[config.mk]
export PLATFORM = sky130hd
export DESIGN_NAME = age_ordered_slot_pool_unit_flat
export DESIGN_NICKNAME = d
export VERILOG_FILES = /design/src/rtl/aosp_pkg.sv /design/src/rtl/aosp_in_if.sv /design/src/rtl/aosp_out_if.sv /design/src/rtl/aosp_bytes.sv /design/src/rtl/aosp_ctrl.sv /design/src/rtl/age_ordered_slot_pool_unit.sv /design/src/flat_wrapper.sv
export SDC_FILE = /design/constraint.sdc
export NUM_CORES = 1
export LEC_CHECK = 0
export ABC_AREA = 1
export BUFFER_PORTS_ARGS = -buffer_cell sky130_fd_sc_hd__buf_2
export CAP_MARGIN = 40
export CELL_PAD_IN_SITES_DETAIL_PLACEMENT = 1
export CELL_PAD_IN_SITES_GLOBAL_PLACEMENT = 2
export CORE_MARGIN = 5
export CORE_UTILIZATION = 30
export DETAILED_ROUTE_END_ITERATION = 10
export PLACE_DENSITY = 0.73
export RECOVER_POWER = 50
export SLEW_MARGIN = 10
export SYNTH_ARGS = -nofsm -noshare
export SYNTH_HDL_FRONTEND = slang
export SYNTH_HIERARCHICAL = 1
export SYNTH_SLANG_ARGS = --single-unit
[constraint.sdc]
create_clock -name i_clk -period 6.9 [get_ports i_clk]
set_input_delay 1.035 -clock i_clk [delete_from_list [all_inputs] [get_ports i_clk]]
set_output_delay 1.035 -clock i_clk [all_outputs]
set_load 0.1 [all_outputs]
[src/rtl/aosp_pkg.sv]
`timescale 1ns / 1ps
`default_nettype none
// ----------------------------------------------------------------------------
// aosp_pkg: shared types and constants of the age ordered slot pool
// Action and status codes, field widths, the result record and sizing limits.
// ----------------------------------------------------------------------------
package aosp_pkg;

    localparam int SLOTS_DEF       = 8;
    localparam int DIM_W           = 13;
    localparam int BYTES_W         = 26;
    localparam int BYTES_PER_PIXEL = 3;
    localparam int PROD_W          = 2 * DIM_W;
    localparam int TRIPLE_W        = PROD_W + 2;
    localparam logic [BYTES_W-1:0] BYTES_MAX = {BYTES_W{1'b1}};

    typedef enum logic [1:0] {
        A_PUSH   = 2'd0,
        A_REMOVE = 2'd1,
        A_CLEAR  = 2'd2,
        A_QUERY  = 2'd3
    } t_action;

    typedef enum logic [1:0] {
        ST_OK      = 2'd0,
        ST_FULL    = 2'd1,
        ST_MISSING = 2'd2
    } t_status;

    typedef struct packed {
        logic [1:0]         status;
        logic [2:0]         slot;
        logic [3:0]         count;
        logic               any_held;
        logic [2:0]         newest_slot;
        logic [2:0]         oldest_slot;
        logic [BYTES_W-1:0] newest_bytes;
        logic [BYTES_W-1:0] oldest_bytes;
    } t_result;

endpackage
`default_nettype wire

[src/rtl/aosp_in_if.sv]
`timescale 1ns / 1ps
`default_nettype none
// ----------------------------------------------------------------------------
// aosp_in_if: request channel of the slot pool
// Valid/ready channel carrying one action with its frame size and position.
// ----------------------------------------------------------------------------
interface aosp_in_if import aosp_pkg::*; ();
    logic             valid;
    logic             ready;
    logic [1:0]       action;
    logic [DIM_W-1:0] frame_width;
    logic [DIM_W-1:0] frame_height;
    logic [2:0]       age_position;

    modport source (
        output valid, action, frame_width, frame_height, age_position,
        input  ready
    );
    modport sink (
        input  valid, action, frame_width, frame_height, age_position,
        output ready
    );
endinterface
`default_nettype wire

[src/rtl/aosp_out_if.sv]
`timescale 1ns / 1ps
`default_nettype none
// ----------------------------------------------------------------------------
// aosp_out_if: result channel of the slot pool
// Valid/ready channel carrying the status and pool summary of one transaction.
// ----------------------------------------------------------------------------
interface aosp_out_if import aosp_pkg::*; ();
    logic               valid;
    logic               ready;
    logic [1:0]         status;
    logic [2:0]         slot;
    logic [3:0]         count;
    logic               any_held;
    logic [2:0]         newest_slot;
    logic [2:0]         oldest_slot;
    logic [BYTES_W-1:0] newest_bytes;
    logic [BYTES_W-1:0] oldest_bytes;

    modport source (
        output valid, status, slot, count, any_held, newest_slot, oldest_slot,
               newest_bytes, oldest_bytes,
        input  ready
    );
    modport sink (
        input  valid, status, slot, count, any_held, newest_slot, oldest_slot,
               newest_bytes, oldest_bytes,
        output ready
    );
endinterface
`default_nettype wire

[src/rtl/aosp_bytes.sv]
`timescale 1ns / 1ps
`default_nettype none
// ----------------------------------------------------------------------------
// aosp_bytes: frame size store and byte size unit
// Holds width and height per slot; a lookup returns width*height*3, saturated.
// ----------------------------------------------------------------------------
module aosp_bytes import aosp_pkg::*; #(
    parameter int SLOTS = SLOTS_DEF,
    localparam int SW   = (SLOTS > 1) ? $clog2(SLOTS) : 1
) (
    input  wire logic               i_clk,
    input  wire logic               i_rst_n,
    input  wire logic               i_wr_en,
    input  wire logic [SW-1:0]      i_wr_addr,
    input  wire logic [DIM_W-1:0]   i_width,
    input  wire logic [DIM_W-1:0]   i_height,
    input  wire logic               i_rd_en,
    input  wire logic [SW-1:0]      i_rd_addr,
    output logic                    o_done,
    output logic [BYTES_W-1:0]      o_bytes
);

    logic [2*DIM_W-1:0]  dim_mem [SLOTS];
    logic [2*DIM_W-1:0]  r_dim;
    logic [PROD_W-1:0]   r_prod;
    logic [BYTES_W-1:0]  r_bytes;
    logic                r_v1;
    logic                r_v2;
    logic                r_v3;
    logic [TRIPLE_W-1:0] triple;

    always_ff @(posedge i_clk) begin
        if (i_wr_en) begin
            dim_mem[i_wr_addr] <= {i_width, i_height};
        end
        r_dim <= dim_mem[i_rd_addr];
    end

    assign triple = {2'b00, r_prod} + {1'b0, r_prod, 1'b0};

    always_ff @(posedge i_clk) begin
        r_prod <= r_dim[2*DIM_W-1:DIM_W] * r_dim[DIM_W-1:0];
        if (triple > TRIPLE_W'(BYTES_MAX)) begin
            r_bytes <= BYTES_MAX;
        end else begin
            r_bytes <= triple[BYTES_W-1:0];
        end
    end

    always_ff @(posedge i_clk) begin
        if (!i_rst_n) begin
            r_v1 <= 1'b0;
            r_v2 <= 1'b0;
            r_v3 <= 1'b0;
        end else begin
            r_v1 <= i_rd_en;
            r_v2 <= r_v1;
            r_v3 <= r_v2;
        end
    end

    assign o_done  = r_v3;
    assign o_bytes = r_bytes;

endmodule
`default_nettype wire

[src/rtl/aosp_ctrl.sv]
`timescale 1ns / 1ps
`default_nettype none
// ----------------------------------------------------------------------------
// aosp_ctrl: sequencer, held bits and age store of the slot pool
// Scans the slots one per cycle through a shared age adjust and compare unit.
// ----------------------------------------------------------------------------
module aosp_ctrl import aosp_pkg::*; #(
    parameter int SLOTS = SLOTS_DEF,
    localparam int SW   = (SLOTS > 1) ? $clog2(SLOTS) : 1
) (
    input  wire logic             i_clk,
    input  wire logic             i_rst_n,
    input  wire logic             i_valid,
    output logic                  o_ready,
    input  wire logic [1:0]       i_action,
    input  wire logic [DIM_W-1:0] i_width,
    input  wire logic [DIM_W-1:0] i_height,
    input  wire logic [2:0]       i_position,
    output logic                  o_res_valid,
    input  wire logic             i_res_ready,
    output t_result               o_res,
    output logic                  o_dim_we,
    output logic [SW-1:0]         o_dim_addr,
    output logic [DIM_W-1:0]      o_dim_width,
    output logic [DIM_W-1:0]      o_dim_height,
    output logic                  o_breq,
    output logic [SW-1:0]         o_baddr,
    input  wire logic             i_bdone,
    input  wire logic [BYTES_W-1:0] i_bytes
);

    localparam int AW = SW;
    localparam int QW = (AW > 3) ? AW : 3;
    localparam int CW = $clog2(SLOTS + 1);
    localparam logic [SW-1:0] LAST = SW'(SLOTS - 1);

    typedef enum logic [5:0] {
        S_IDLE = 6'b000001,
        S_FIND = 6'b000010,
        S_UPD  = 6'b000100,
        S_BNEW = 6'b001000,
        S_BOLD = 6'b010000,
        S_OUT  = 6'b100000
    } t_state;

    t_state r_state, n_state;
    t_action r_act, n_act;
    t_status r_status, n_status;
    logic [DIM_W-1:0] r_w, n_w, r_h, n_h;
    logic [2:0] r_qp, n_qp;
    logic [SW-1:0] r_idx, n_idx, r_pidx, n_pidx, r_ins, n_ins;
    logic r_iss, n_iss, r_pv, n_pv, r_found, n_found, r_mod, n_mod;
    logic [SLOTS-1:0] r_held, n_held;
    logic [CW-1:0] r_cnt, n_cnt;
    logic r_hnew, n_hnew, r_hold, n_hold;
    logic [SW-1:0] r_new_s, n_new_s, r_old_s, n_old_s;
    logic [AW-1:0] r_new_a, n_new_a, r_old_a, n_old_a;
    logic [BYTES_W-1:0] r_new_b, n_new_b, r_old_b, n_old_b;
    logic r_breq, n_breq;
    logic [SW-1:0] r_baddr, n_baddr;

    logic [AW-1:0] age_mem [SLOTS];
    logic [AW-1:0] r_age_rd;
    logic          age_we;
    logic [AW-1:0] na;
    logic [AW-1:0] adj;
    logic          nh;
    logic          cur_held;
    logic [QW-1:0] age_x;
    logic [QW-1:0] qp_x;
    logic          hit;
    logic          above;
    logic          found_now;
    logic [SW+2:0] slot_ext;
    logic [SW+2:0] new_ext;
    logic [SW+2:0] old_ext;
    logic [CW+3:0] cnt_ext;

    assign cur_held = r_held[r_pidx];
    assign age_x    = QW'(r_age_rd);
    assign qp_x     = QW'(r_qp);
    assign hit      = cur_held && (age_x == qp_x);
    assign above    = cur_held && (age_x > qp_x);
    assign adj      = r_age_rd + ((r_act == A_PUSH) ? AW'(1) : {AW{1'b1}});

    always_comb begin
        n_state  = r_state;
        n_act    = r_act;
        n_status = r_status;
        n_w      = r_w;
        n_h      = r_h;
        n_qp     = r_qp;
        n_idx    = r_idx;
        n_pidx   = r_pidx;
        n_ins    = r_ins;
        n_iss    = r_iss;
        n_pv     = r_pv;
        n_found  = r_found;
        n_mod    = r_mod;
        n_held   = r_held;
        n_cnt    = r_cnt;
        n_hnew   = r_hnew;
        n_hold   = r_hold;
        n_new_s  = r_new_s;
        n_old_s  = r_old_s;
        n_new_a  = r_new_a;
        n_old_a  = r_old_a;
        n_new_b  = r_new_b;
        n_old_b  = r_old_b;
        n_breq   = 1'b0;
        n_baddr  = r_baddr;
        age_we   = 1'b0;
        na       = r_age_rd;
        nh       = cur_held;
        found_now = r_found;

        if ((r_state == S_FIND) || (r_state == S_UPD)) begin
            if (r_iss) begin
                n_pv   = 1'b1;
                n_pidx = r_idx;
                if (r_idx == LAST) begin
                    n_iss = 1'b0;
                end else begin
                    n_idx = r_idx + SW'(1);
                end
            end else begin
                n_pv = 1'b0;
            end
        end

        unique case (r_state)
            S_IDLE: begin
                if (i_valid) begin
                    n_act    = t_action'(i_action);
                    n_w      = i_width;
                    n_h      = i_height;
                    n_qp     = i_position;
                    n_idx    = '0;
                    n_iss    = 1'b1;
                    n_pv     = 1'b0;
                    n_found  = 1'b0;
                    n_mod    = 1'b0;
                    n_ins    = '0;
                    n_status = ST_OK;
                    n_cnt    = '0;
                    n_hnew   = 1'b0;
                    n_hold   = 1'b0;
                    n_new_s  = '0;
                    n_old_s  = '0;
                    unique case (t_action'(i_action))
                        A_PUSH, A_REMOVE: n_state = S_FIND;
                        A_CLEAR: begin
                            n_held  = '0;
                            n_state = S_UPD;
                        end
                        A_QUERY: n_state = S_UPD;
                    endcase
                end
            end
            S_FIND: begin
                if (r_pv) begin
                    if ((r_act == A_PUSH) && !cur_held && !r_found) begin
                        found_now = 1'b1;
                        n_ins     = r_pidx;
                    end
                    if ((r_act == A_REMOVE) && hit) begin
                        found_now = 1'b1;
                    end
                    n_found = found_now;
                    if (r_pidx == LAST) begin
                        n_state = S_UPD;
                        n_idx   = '0;
                        n_iss   = 1'b1;
                        n_pv    = 1'b0;
                        n_mod   = found_now;
                        if (!found_now) begin
                            n_status = (r_act == A_PUSH) ? ST_FULL : ST_MISSING;
                        end
                    end
                end
            end
            S_UPD: begin
                if (r_pv) begin
                    if (r_mod && (r_act == A_PUSH)) begin
                        if (r_pidx == r_ins) begin
                            nh = 1'b1;
                            na = '0;
                        end else if (cur_held) begin
                            na = adj;
                        end
                    end else if (r_mod && (r_act == A_REMOVE)) begin
                        if (hit) begin
                            nh = 1'b0;
                        end else if (above) begin
                            na = adj;
                        end
                    end
                    age_we         = 1'b1;
                    n_held[r_pidx] = nh;
                    if (nh) begin
                        n_cnt = r_cnt + CW'(1);
                        if (!r_hnew || (na < r_new_a)) begin
                            n_hnew  = 1'b1;
                            n_new_s = r_pidx;
                            n_new_a = na;
                        end
                        if (!r_hold || (na > r_old_a)) begin
                            n_hold  = 1'b1;
                            n_old_s = r_pidx;
                            n_old_a = na;
                        end
                    end
                    if (r_pidx == LAST) begin
                        n_state = S_BNEW;
                        n_breq  = 1'b1;
                        n_baddr = n_new_s;
                    end
                end
            end
            S_BNEW: begin
                if (i_bdone) begin
                    n_new_b = r_hnew ? i_bytes : '0;
                    n_breq  = 1'b1;
                    n_baddr = r_old_s;
                    n_state = S_BOLD;
                end
            end
            S_BOLD: begin
                if (i_bdone) begin
                    n_old_b = r_hold ? i_bytes : '0;
                    n_state = S_OUT;
                end
            end
            S_OUT: begin
                if (i_res_ready) begin
                    n_state = S_IDLE;
                end
            end
            default: n_state = S_IDLE;
        endcase
    end

    always_ff @(posedge i_clk) begin
        if (age_we) begin
            age_mem[r_pidx] <= na;
        end
        r_age_rd <= age_mem[r_idx];
    end

    always_ff @(posedge i_clk) begin
        if (!i_rst_n) begin
            r_state <= S_IDLE;
            r_held  <= '0;
            r_iss   <= 1'b0;
            r_pv    <= 1'b0;
            r_breq  <= 1'b0;
        end else begin
            r_state <= n_state;
            r_held  <= n_held;
            r_iss   <= n_iss;
            r_pv    <= n_pv;
            r_breq  <= n_breq;
        end
    end

    always_ff @(posedge i_clk) begin
        r_act    <= n_act;
        r_status <= n_status;
        r_w      <= n_w;
        r_h      <= n_h;
        r_qp     <= n_qp;
        r_idx    <= n_idx;
        r_pidx   <= n_pidx;
        r_ins    <= n_ins;
        r_found  <= n_found;
        r_mod    <= n_mod;
        r_cnt    <= n_cnt;
        r_hnew   <= n_hnew;
        r_hold   <= n_hold;
        r_new_s  <= n_new_s;
        r_old_s  <= n_old_s;
        r_new_a  <= n_new_a;
        r_old_a  <= n_old_a;
        r_new_b  <= n_new_b;
        r_old_b  <= n_old_b;
        r_baddr  <= n_baddr;
    end

    assign o_ready      = (r_state == S_IDLE);
    assign o_dim_we     = (r_state == S_UPD) && r_pv && r_mod && (r_act == A_PUSH)
                          && (r_pidx == r_ins);
    assign o_dim_addr   = r_pidx;
    assign o_dim_width  = r_w;
    assign o_dim_height = r_h;
    assign o_breq       = r_breq;
    assign o_baddr      = r_baddr;

    assign slot_ext = {3'b000, r_ins};
    assign new_ext  = {3'b000, r_new_s};
    assign old_ext  = {3'b000, r_old_s};
    assign cnt_ext  = {4'b0000, r_cnt};

    always_comb begin
        o_res.status       = r_status;
        o_res.slot         = (r_mod && (r_act == A_PUSH)) ? slot_ext[2:0] : 3'd0;
        o_res.count        = cnt_ext[3:0];
        o_res.any_held     = (r_cnt != '0);
        o_res.newest_slot  = r_hnew ? new_ext[2:0] : 3'd0;
        o_res.oldest_slot  = r_hold ? old_ext[2:0] : 3'd0;
        o_res.newest_bytes = r_new_b;
        o_res.oldest_bytes = r_old_b;
    end
    assign o_res_valid = (r_state == S_OUT);

    a_clear_empties: assert property (@(posedge i_clk) disable iff (!i_rst_n)
        (i_valid && o_ready && (i_action == A_CLEAR)) |=> (r_held == '0))
        else $error("clear left a slot held");

    a_full_all_held: assert property (@(posedge i_clk) disable iff (!i_rst_n)
        (o_res_valid && (r_status == ST_FULL)) |-> (&r_held))
        else $error("full reported with a free slot");

    a_count_matches: assert property (@(posedge i_clk) disable iff (!i_rst_n)
        o_res_valid |-> (int'(r_cnt) == $countones(r_held)))
        else $error("count differs from held slots");

    a_bdone_expected: assert property (@(posedge i_clk) disable iff (!i_rst_n)
        i_bdone |-> ((r_state == S_BNEW) || (r_state == S_BOLD)))
        else $error("byte size result outside a lookup");

endmodule
`default_nettype wire

[src/rtl/age_ordered_slot_pool_unit.sv]
`timescale 1ns / 1ps
`default_nettype none
// ----------------------------------------------------------------------------
// age_ordered_slot_pool_unit: pool of frame slots kept in dense age order
// Push, remove by age position, clear and query, with newest/oldest summary.
// ----------------------------------------------------------------------------
// Usage:
//   i_in carries one request transaction: action, frame width and height,
//   and the age position to remove. o_out carries one result transaction per
//   request: status, slot used, count held, newest and oldest slots and their
//   byte sizes (width * height * 3, saturated to 26 bits).
//   A push or remove scans the age store twice, once to search and once to
//   update, and a clear or query scans it once to update; the store is
//   scanned one slot per cycle, and two byte size lookups through the
//   multiplier follow before the result is loaded.
//   i_in.ready is high only while the sequencer is idle; one request is in
//   work at a time, so the next request is accepted only after the result
//   of the last one has been handed to the output register.
//   Results sit in an output register; a stalled receiver holds o_out stable
//   while the next request is already accepted and worked on, and that one
//   waits in its last state until the register frees.
//   Synchronous reset frees every slot and empties the output register.
// ----------------------------------------------------------------------------
module age_ordered_slot_pool_unit import aosp_pkg::*; #(
    parameter int SLOTS = SLOTS_DEF
) (
    input  wire logic  i_clk,
    input  wire logic  i_rst_n,
    aosp_in_if.sink    i_in,
    aosp_out_if.source o_out
);

    localparam int SW = (SLOTS > 1) ? $clog2(SLOTS) : 1;

    logic               res_valid;
    logic               res_ready;
    t_result            res;
    logic               dim_we;
    logic [SW-1:0]      dim_addr;
    logic [DIM_W-1:0]   dim_width;
    logic [DIM_W-1:0]   dim_height;
    logic               breq;
    logic [SW-1:0]      baddr;
    logic               bdone;
    logic [BYTES_W-1:0] bytes_val;
    logic               r_out_valid;
    t_result            r_out;

    aosp_ctrl #(.SLOTS(SLOTS)) u_ctrl (
        .i_clk        (i_clk),
        .i_rst_n      (i_rst_n),
        .i_valid      (i_in.valid),
        .o_ready      (i_in.ready),
        .i_action     (i_in.action),
        .i_width      (i_in.frame_width),
        .i_height     (i_in.frame_height),
        .i_position   (i_in.age_position),
        .o_res_valid  (res_valid),
        .i_res_ready  (res_ready),
        .o_res        (res),
        .o_dim_we     (dim_we),
        .o_dim_addr   (dim_addr),
        .o_dim_width  (dim_width),
        .o_dim_height (dim_height),
        .o_breq       (breq),
        .o_baddr      (baddr),
        .i_bdone      (bdone),
        .i_bytes      (bytes_val)
    );

    aosp_bytes #(.SLOTS(SLOTS)) u_bytes (
        .i_clk     (i_clk),
        .i_rst_n   (i_rst_n),
        .i_wr_en   (dim_we),
        .i_wr_addr (dim_addr),
        .i_width   (dim_width),
        .i_height  (dim_height),
        .i_rd_en   (breq),
        .i_rd_addr (baddr),
        .o_done    (bdone),
        .o_bytes   (bytes_val)
    );

    assign res_ready = !r_out_valid || o_out.ready;

    always_ff @(posedge i_clk) begin
        if (!i_rst_n) begin
            r_out_valid <= 1'b0;
        end else if (res_ready) begin
            r_out_valid <= res_valid;
        end
    end

    always_ff @(posedge i_clk) begin
        if (res_ready && res_valid) begin
            r_out <= res;
        end
    end

    assign o_out.valid        = r_out_valid;
    assign o_out.status       = r_out.status;
    assign o_out.slot         = r_out.slot;
    assign o_out.count        = r_out.count;
    assign o_out.any_held     = r_out.any_held;
    assign o_out.newest_slot  = r_out.newest_slot;
    assign o_out.oldest_slot  = r_out.oldest_slot;
    assign o_out.newest_bytes = r_out.newest_bytes;
    assign o_out.oldest_bytes = r_out.oldest_bytes;

endmodule
`default_nettype wire

[src/flat_wrapper.sv]
// flat-port wrapper written by rule: the top's interface ports become plain ports
module age_ordered_slot_pool_unit_flat import aosp_pkg::*;
#(
    parameter int SLOTS = SLOTS_DEF
)
  (i_clk, i_rst_n, i_in_valid, i_in_action, i_in_frame_width, i_in_frame_height, i_in_age_position, i_in_ready, o_out_valid, o_out_status, o_out_slot, o_out_count, o_out_any_held, o_out_newest_slot, o_out_oldest_slot, o_out_newest_bytes, o_out_oldest_bytes, o_out_ready);
  aosp_in_if i_in_i ();
  aosp_out_if o_out_i ();
  input  wire logic i_clk;
  input  wire logic i_rst_n;
  input wire logic [$bits(i_in_i.valid)-1:0] i_in_valid;
  input wire logic [$bits(i_in_i.action)-1:0] i_in_action;
  input wire logic [$bits(i_in_i.frame_width)-1:0] i_in_frame_width;
  input wire logic [$bits(i_in_i.frame_height)-1:0] i_in_frame_height;
  input wire logic [$bits(i_in_i.age_position)-1:0] i_in_age_position;
  output wire logic [$bits(i_in_i.ready)-1:0] i_in_ready;
  output wire logic [$bits(o_out_i.valid)-1:0] o_out_valid;
  output wire logic [$bits(o_out_i.status)-1:0] o_out_status;
  output wire logic [$bits(o_out_i.slot)-1:0] o_out_slot;
  output wire logic [$bits(o_out_i.count)-1:0] o_out_count;
  output wire logic [$bits(o_out_i.any_held)-1:0] o_out_any_held;
  output wire logic [$bits(o_out_i.newest_slot)-1:0] o_out_newest_slot;
  output wire logic [$bits(o_out_i.oldest_slot)-1:0] o_out_oldest_slot;
  output wire logic [$bits(o_out_i.newest_bytes)-1:0] o_out_newest_bytes;
  output wire logic [$bits(o_out_i.oldest_bytes)-1:0] o_out_oldest_bytes;
  input wire logic [$bits(o_out_i.ready)-1:0] o_out_ready;
  assign i_in_i.valid = i_in_valid;
  assign i_in_i.action = i_in_action;
  assign i_in_i.frame_width = i_in_frame_width;
  assign i_in_i.frame_height = i_in_frame_height;
  assign i_in_i.age_position = i_in_age_position;
  assign i_in_ready = i_in_i.ready;
  assign o_out_valid = o_out_i.valid;
  assign o_out_status = o_out_i.status;
  assign o_out_slot = o_out_i.slot;
  assign o_out_count = o_out_i.count;
  assign o_out_any_held = o_out_i.any_held;
  assign o_out_newest_slot = o_out_i.newest_slot;
  assign o_out_oldest_slot = o_out_i.oldest_slot;
  assign o_out_newest_bytes = o_out_i.newest_bytes;
  assign o_out_oldest_bytes = o_out_i.oldest_bytes;
  assign o_out_i.ready = o_out_ready;
  age_ordered_slot_pool_unit #(.SLOTS(SLOTS)) u_core (.i_clk(i_clk), .i_rst_n(i_rst_n), .i_in(i_in_i), .o_out(o_out_i));
endmodule
==> qor.txt, run 1 <==
Pwr/cell area -> 262 nW/um^2
Number of core rows -> 109
Final hold vios -> 0
P_leak -> 13.5 nW
Hold_sp -> u_core/u_ctrl/r_new_b[4]
RR Startpoint -> u_core/u_bytes/r_dim[6]
Die Area -> 95700 sq um
Final setup viols -> 0
Final Util -> 0.344
Final ANT Viol Nets -> 0
Worst Path Required -> 7.38 ns
Crit path from -> u_core/u_bytes/r_dim[6]
DP Area -> 28700 sq um
CTS Sinks -> 519
Arr. time, crit path -> 5.71 ns
CP Class -> reg2reg
Crit. End Element -> flip-flop
Layout cells sized above 1 -> 0.0945
Final setup TNS -> 0 ns
Peak supply drop -> 0.000213 V
Num CTS Buffers -> 56
Via count -> 18100
Fin crit period -> 5.23 ns
Reg clk slew, reported paths -> 0.06 ns
Post-synth top area cell -> edfxtp_1
H-tree lvl count -> 2
Synthesized net count -> 2955
Most frequent cells in the layout -> 540 x nand2_1, 494 x inv_1, 414 x edfxtp_1
Post-Synth Simple-Gate Area -> 0.160
Compound-cell area share of the yosys netlist -> 0.0589
Sequential fraction of the synthesis area -> 0.540
Area delta synth->final -> 13.5%
DRC viols -> 0
Post-synth EDFFs -> 414
Die width -> 309 um
HPWL after detailed placement -> 48700 um
Finished Cell Area -> 30500 sq um
Critical Path Fanout Max -> 13
Root Driver -> clkbuf_16
Most common cell after layout, fill and taps aside -> nand2_1
Input/output buffers -> 104
Gates resized, CTS repair -> 0
1st-iter DRT viols -> 702
Synth warnings -> 6
Unrepaired setup endpoints after global routing -> false
Worst slew margin -> -0.898
Overflow left after global routing -> 0
Gate Count Post-Synth -> 2688
GP Congestion -> 0.806
Worst slew pin tran -> 2.85 ns
Cell Area, Synth -> 26900 sq um
Final Slew Violations -> 156
Final setup margin -> 1.67 ns
Synth top area share -> 0.462
Die H -> 309 um
Cts hold-fix bufs -> 0
Largest net degree at the start of global routing -> 81
Total Routing Usage GR -> 0.140
Routed vias/inst -> 4.52
First-pass GRT wire length -> 108000 um
Syn avg cell area -> 10.0 sq um
N_diodes -> 0
DP Worst Slack -> 1.68 ns
Nets -> 3055
Violated checks -> max-capacitance violations, max-slew violations
Clk Latency, worst-skew pair -> 0.62 ns
I/O pin count -> 105
Count of state elements after synthesis -> 519
Postcts setup bufs -> 0
Initial antenna violation count -> 1
Outcome -> complete, but fails checks
Final Cycle Share -> 0.758
Core Footprint -> 88600 sq um
Synth Area in XOR/XNOR -> 0.0114
F_max -> 191 MHz
Max clock buf depth -> 3
Total Wirelength -> 66500 um
Synth unique cells -> 47
Post-synth ARST share -> 0
TritonCTS clock tree -> built
Worst Hold Class -> reg2reg
Top post-synthesis cells by area -> edfxtp_1 46%, fa_1 9.2%, dfxtp_1 7.8%, nand2_1 7.5%, inv_1 6.8%
Maxcap violations -> 5
Initial core utilization -> 0.303
Synth Flop Type -> edfxtp_1
DR WL/cell -> 16.6 um
Clock skew -> 0.0242 ns
Largest family of logic cells by synthesized area -> simple AND/OR/NAND/NOR gates
Drt first pass iters -> 5
Number of global-route vias before repair -> 19800
Post-synthesis adder-cell area fraction -> 0.142
CP Launch Type -> flip-flop
Mux contribution to synthesized area -> 0
report_power, final:
part	switching [mW]	internal, mW	leakage [nW]
logic	0.737	0.293	7.96
clock network	1.24	1.83	0.909
registers	0.180	3.72	4.63
worst max-delay path, cell delays in order (launching register included):
cell      delay [ns]
dfxtp_1         0.77
nand2_1         0.18
fa_1            0.54
fa_1            0.53
inv_1           0.05
fa_1            0.47
fa_1            0.55
inv_1           0.05
fa_1            0.52
inv_1           0.04
ha_1            0.35
a21oi_1         0.21
a21boi_0        0.34
nand2_1         0.14
nand2_1         0.08
nand3_1         0.11
xor2_1          0.18
per-layer routing:
| metal | share of wire | vias up | GRT usage |
|---|---|---|---|
| met4 | 0.019 | 0 | 0.0311 |
| met1 | 0.46 | 8926 | 0.184 |
| met3 | 0.033 | 96 | 0.0202 |
| met2 | 0.49 | 241 | 0.247 |
| met5 | 0 | - | 0 |
| li1 | - | 8828 | - |
per-stage QoR:
stage	std cells	total power [mW]	hold WS [ns]
after floorplan	2688	4.67	0.386
after detailed placement	3895	5.05	0.404
after CTS	4001	8.17	0.419
after global placement	3888	4.97	0.389
after global routing	4001	8.42	0.427
final	4001	8.00	0.409
cells by family after synthesis:
kind of cell	Yosys count
fa+ha+maj	232
flops	519
xor+xnor	35
simple gates	1017
buf+inv	595
compound gates	290
cell type report:
class / instances / area (sq um)
fill: 10100 / 58100
sequential: 519 / 14500
multi-input combinational: 1574 / 10000
inverter: 508 / 1910
clock buffer: 76 / 1530
tap: 1165 / 1460
timing repair buffer: 129 / 704
clock inverter: 30 / 385
sequential cells by signal, indices dropped and copies added (netlist names), 4 cells and up:
name,cells
u_core/o_out.oldest_bytes,26
u_core/u_bytes/r_prod,26
u_core/u_bytes/dim_mem,208
u_core/u_bytes/r_dim,26
u_core/u_ctrl/age_mem,24
u_core/u_bytes/o_bytes,26
u_core/u_ctrl/o_dim_width,13
u_core/o_out.count,4
u_core/u_ctrl/r_cnt,4
u_core/o_out.newest_bytes,26
u_core/u_ctrl/r_held,8
u_core/u_ctrl/r_old_b,26
u_core/u_ctrl/o_dim_height,13
u_core/u_ctrl/r_new_b,26
u_core/u_ctrl/r_state,6
cell usage after synthesis (2+ instances only):
cell type  instances
buf_6              7
o21a_1             5
a31oi_1           33
xor2_1            15
nor2_2             8
nor3_1             8
o21ai_0          153
o211ai_1           2
nand3_1           49
nor3b_1            3
nand2_4            4
a21oi_2            2
a21oi_1           55
o22ai_1           29
nor2_1           316
nor3_2             7
nand3b_1          12
inv_2             14
buf_1              5
buf_4              5
clkinv_1           2
a21boi_0           2
nand3_2            5
xnor2_1           20
nand4_1           45
nand2_1          538
dfxtp_1          105
nand2_2           14
ha_1             109
o21ai_2            3
clkbuf_1          56
nor4_4             2
o21ai_1            2
inv_1            490
buf_2             13
edfxtp_1         414
fa_1             123
nor2_4             4
path summary, 6_finish.rpt:
kind / end / slack (ns) / depth (start not counted)
worst max-delay path: u_core/u_bytes/r_prod[24] / 1.67 / 16
worst min-delay path: u_core/o_out.newest_bytes[4] / 0.41 / 0
worst max register to register: u_core/u_bytes/r_prod[24] / 1.67 / 16
worst min register to register: u_core/o_out.newest_bytes[4] / 0.41 / 0
No activity file was read; power rests on OpenSTA's default activity.
==> inputs of run 2 (changes only) <==
--- a/config.mk
+++ b/config.mk
@@ -13,7 +13,7 @@
 export CORE_MARGIN = 5
 export CORE_UTILIZATION = 30
 export DETAILED_ROUTE_END_ITERATION = 10
-export PLACE_DENSITY = 0.73
+export PLACE_DENSITY = 0.75
 export RECOVER_POWER = 50
 export SLEW_MARGIN = 10
 export SYNTH_ARGS = -nofsm -noshare
==> constraint.sdc (replaced) <==
create_clock -name i_clk -period 4.5 [get_ports i_clk]
set_input_delay 0.675 -clock i_clk [delete_from_list [all_inputs] [get_ports i_clk]]
set_output_delay 0.675 -clock i_clk [all_outputs]
set_load 0.1 [all_outputs]
==> run 2 against run 1 <==
The run ends with max-capacitance violations, max-slew violations, negative setup slack left. Sequential power up 53%. Clock power increased by 48%. Fmax up 15%. First-iteration DRC count increased by 18%. Critical path depth is 4 higher. Power is 52% higher. Core utilization grew 1.7 points. Routed wire length is 3.8% higher.
==> qor.txt, run 2 (synthesized netlist as in run 1, its figures left out) <==
Outcome -> complete, but fails checks
Violated checks -> max-capacitance violations, max-slew violations, negative setup slack
I/O pin count -> 105 (unchanged)
Total Routing Usage GR -> 0.142 (+0.00225)
Arr. time, crit path -> 5.07 ns (-0.64 ns)
Crit. End Element -> flip-flop
Min Hold Slack -> 0.246 ns (-0.162 ns)
Final hold vios -> 0 (unchanged)
CP Launch Type -> flip-flop
Die H -> 309 um (unchanged)
Via count -> 18600 (+3.0%)
Number of core rows -> 109 (unchanged)
Worst slew pin tran -> 1.62 ns (-1.22 ns)
Final Cycle Share -> 1.01 (+0.249)
Routed vias/inst -> 4.53 (+0.26%)
TritonCTS clock tree -> built
Final Slew Violations -> 55 (-65%)
Final setup viols -> 2 (+2)
Num CTS Buffers -> 55 (-1.8%)
Clock skew -> 0.0154 ns (-0.00880 ns)
First-pass GRT wire length -> 110000 um (+1.3%)
Most flop-heavy register -> u_core/u_bytes/dim_mem
P_leak -> 14.0 nW (+3.9%)
Largest register FFs -> 208 (unchanged)
Layout cells sized above 1 -> 0.162 (+0.0674)
Fill cells -> 10000 (-0.55%)
Peak supply drop -> 0.000330 V (+55%)
Input/output buffers -> 104 (unchanged)
Reg-to-reg critical path endpoint -> u_core/u_bytes/r_prod[20]
GP Congestion -> 0.815 (+1.2%)
Most common cell after layout, fill and taps aside -> nand2_1
Fin crit period -> 4.53 ns (-0.698 ns)
Initial antenna violation count -> 0 (-1)
Overflow left after global routing -> 0 (unchanged)
Max clock buf depth -> 3 (unchanged)
Initial core utilization -> 0.303 (unchanged)
CTS Sinks -> 519 (unchanged)
Final setup margin -> -0.0329 ns (-1.70 ns)
1st-iter DRT viols -> 825 (+18%)
RR Startpoint -> u_core/u_bytes/r_dim[21]
Final ANT Viol Nets -> 0 (unchanged)
F_max -> 221 MHz (+15%)
Clk Latency, worst-skew pair -> 0.60 ns (-0.02 ns)
Cts hold-fix bufs -> 0 (unchanged)
Pwr/cell area -> 379 nW/um^2 (+45%)
Area delta synth->final -> 19.0%
Critical Path Fanout Max -> 6 (-7)
Most frequent cells in the layout -> 514 x nand2_1, 469 x inv_1, 414 x edfxtp_1
Unrepaired setup endpoints after global routing -> true
Largest net degree at the start of global routing -> 69 (-15%)
H-tree lvl count -> 2 (unchanged)
Hold_sp -> i_in_frame_width[12]
Total Wirelength -> 69000 um (+3.8%)
R2R depth -> 20 (+4)
Reg clk slew, reported paths -> 0.07 ns (about the same)
HPWL after detailed placement -> 49700 um (+2.0%)
Nets -> 3171 (+3.8%)
Root Driver -> clkbuf_16
Final std cells w/o fill -> 4112 (+2.8%)
Core Footprint -> 88600 sq um (unchanged)
Drt first pass iters -> 5 (unchanged)
Reg2reg setup slack -> -0.03 ns (-1.70 ns)
CP Class -> reg2reg
Placed Cells incl. Taps -> 3984 (+2.3%)
Die width -> 309 um (unchanged)
DRC viols -> 0 (unchanged)
WHS Path Cells -> 1 (+1)
Hold endpoint -> u_core/u_ctrl/o_dim_width[12]
Worst Path Required -> 5.04 ns (-2.34 ns)
Maxcap violations -> 2 (-3)
DR WL/cell -> 16.8 um (+0.97%)
Number of global-route vias before repair -> 20200 (+1.9%)
N_diodes -> 0 (unchanged)
DP Worst Slack -> -0.594 ns (-2.27 ns)
Worst Hold Class -> in2reg
Worst slew margin -> -0.0831 (+0.815)
Die Area -> 95700 sq um (unchanged)
==> run 2: changes by cell type in the layout (fill, tap and decap cells not counted), sizes merged <==
cell | previous run | this run
bufinv | 7 | 6
clkinvlp | 9 | 5
clkbuf | 91 | 129
buf | 114 | 187
clkinv | 16 | 17
inv | 506 | 510
==> run 2: final cells by class <==
cell class | instances | area [sq um] | share of cell area
sequential | 519 | 14600 | 0.456
multi-input combinational | 1574 | 10600 | 0.332
inverter | 508 | 1910 | 0.0598
timing repair buffer | 246 | 1590 | 0.0497
clock buffer | 70 | 1460 | 0.0457
tap | 1165 | 1460 | 0.0455
clock inverter | 30 | 350 | 0.0109
==> run 2: what timing repair did <==
action | CTS | global route
buffers inserted | 17 | 12
gates resized for setup | 138 | 84
pin swaps | 73 | 72
endpoints found under the setup margin | 17 | 18
==> run 2: layer usage <==
layer / up-vias / part of all wire / track usage
met5: - / 0 / 0
met4: 0 / 0.016 / 0.0267
met3: 74 / 0.026 / 0.0164
met2: 226 / 0.51 / 0.262
met1: 9286 / 0.45 / 0.181
li1: 9055 / - / -
==> run 2: through the flow <==
step / cell area (sq um) / TNS [ns] / util / total power, mW
after global routing: 32000 / -2.25 / 0.361 / 12.8
after CTS: 31800 / -0.00169 / 0.359 / 12.3
after global placement: 29300 / -5.21 / 0.331 / 7.62
after detailed placement: 29400 / -6.93 / 0.332 / 7.75
after floorplan: 26900 / 0 / - / 7.16
final: 32000 / -0.0444 / 0.361 / 12.1
==> run 2: power breakdown <==
group	internal (mW)	switching, mW	leakage, nW
Clock	2.66	1.88	0.878
Combinational	0.482	1.16	8.51
Sequential	5.69	0.270	4.63
Total	8.83	3.30	14.0
==> run 2: worst max-delay path by stage <==
stage                     slack [ns]                startpoint                        end  cells past startpoint
after global placement         -0.46  u_core/u_bytes/r_dim[19]  u_core/u_bytes/r_prod[25]                     18
after detailed placement       -0.59  u_core/u_bytes/r_dim[19]  u_core/u_bytes/r_prod[21]                     18
after floorplan               0.0003   u_core/u_bytes/r_dim[4]  u_core/u_bytes/r_prod[24]                     17
after global routing           -0.23  u_core/u_bytes/r_dim[21]  u_core/u_bytes/r_prod[20]                     20
after CTS                     -0.001  u_core/u_bytes/r_dim[19]  u_core/u_bytes/r_prod[20]                     19
final                          -0.03  u_core/u_bytes/r_dim[21]  u_core/u_bytes/r_prod[20]                     20
==> run 2: worst max-delay path, cell delays in order, from the launching register on <==
cell and delay (ns):
dfxtp_4 0.38, buf_6 0.14, buf_6 0.11, nand2_2 0.06, inv_2 0.04, fa_1 0.47
inv_1 0.05, fa_1 0.49, inv_2 0.04, fa_1 0.46, fa_1 0.49, inv_1 0.05
fa_1 0.51, inv_2 0.05, ha_4 0.30, a21oi_4 0.08, buf_6 0.12, o211ai_1 0.30
nand3b_1 0.13, nand2_1 0.09, xor2_1 0.14
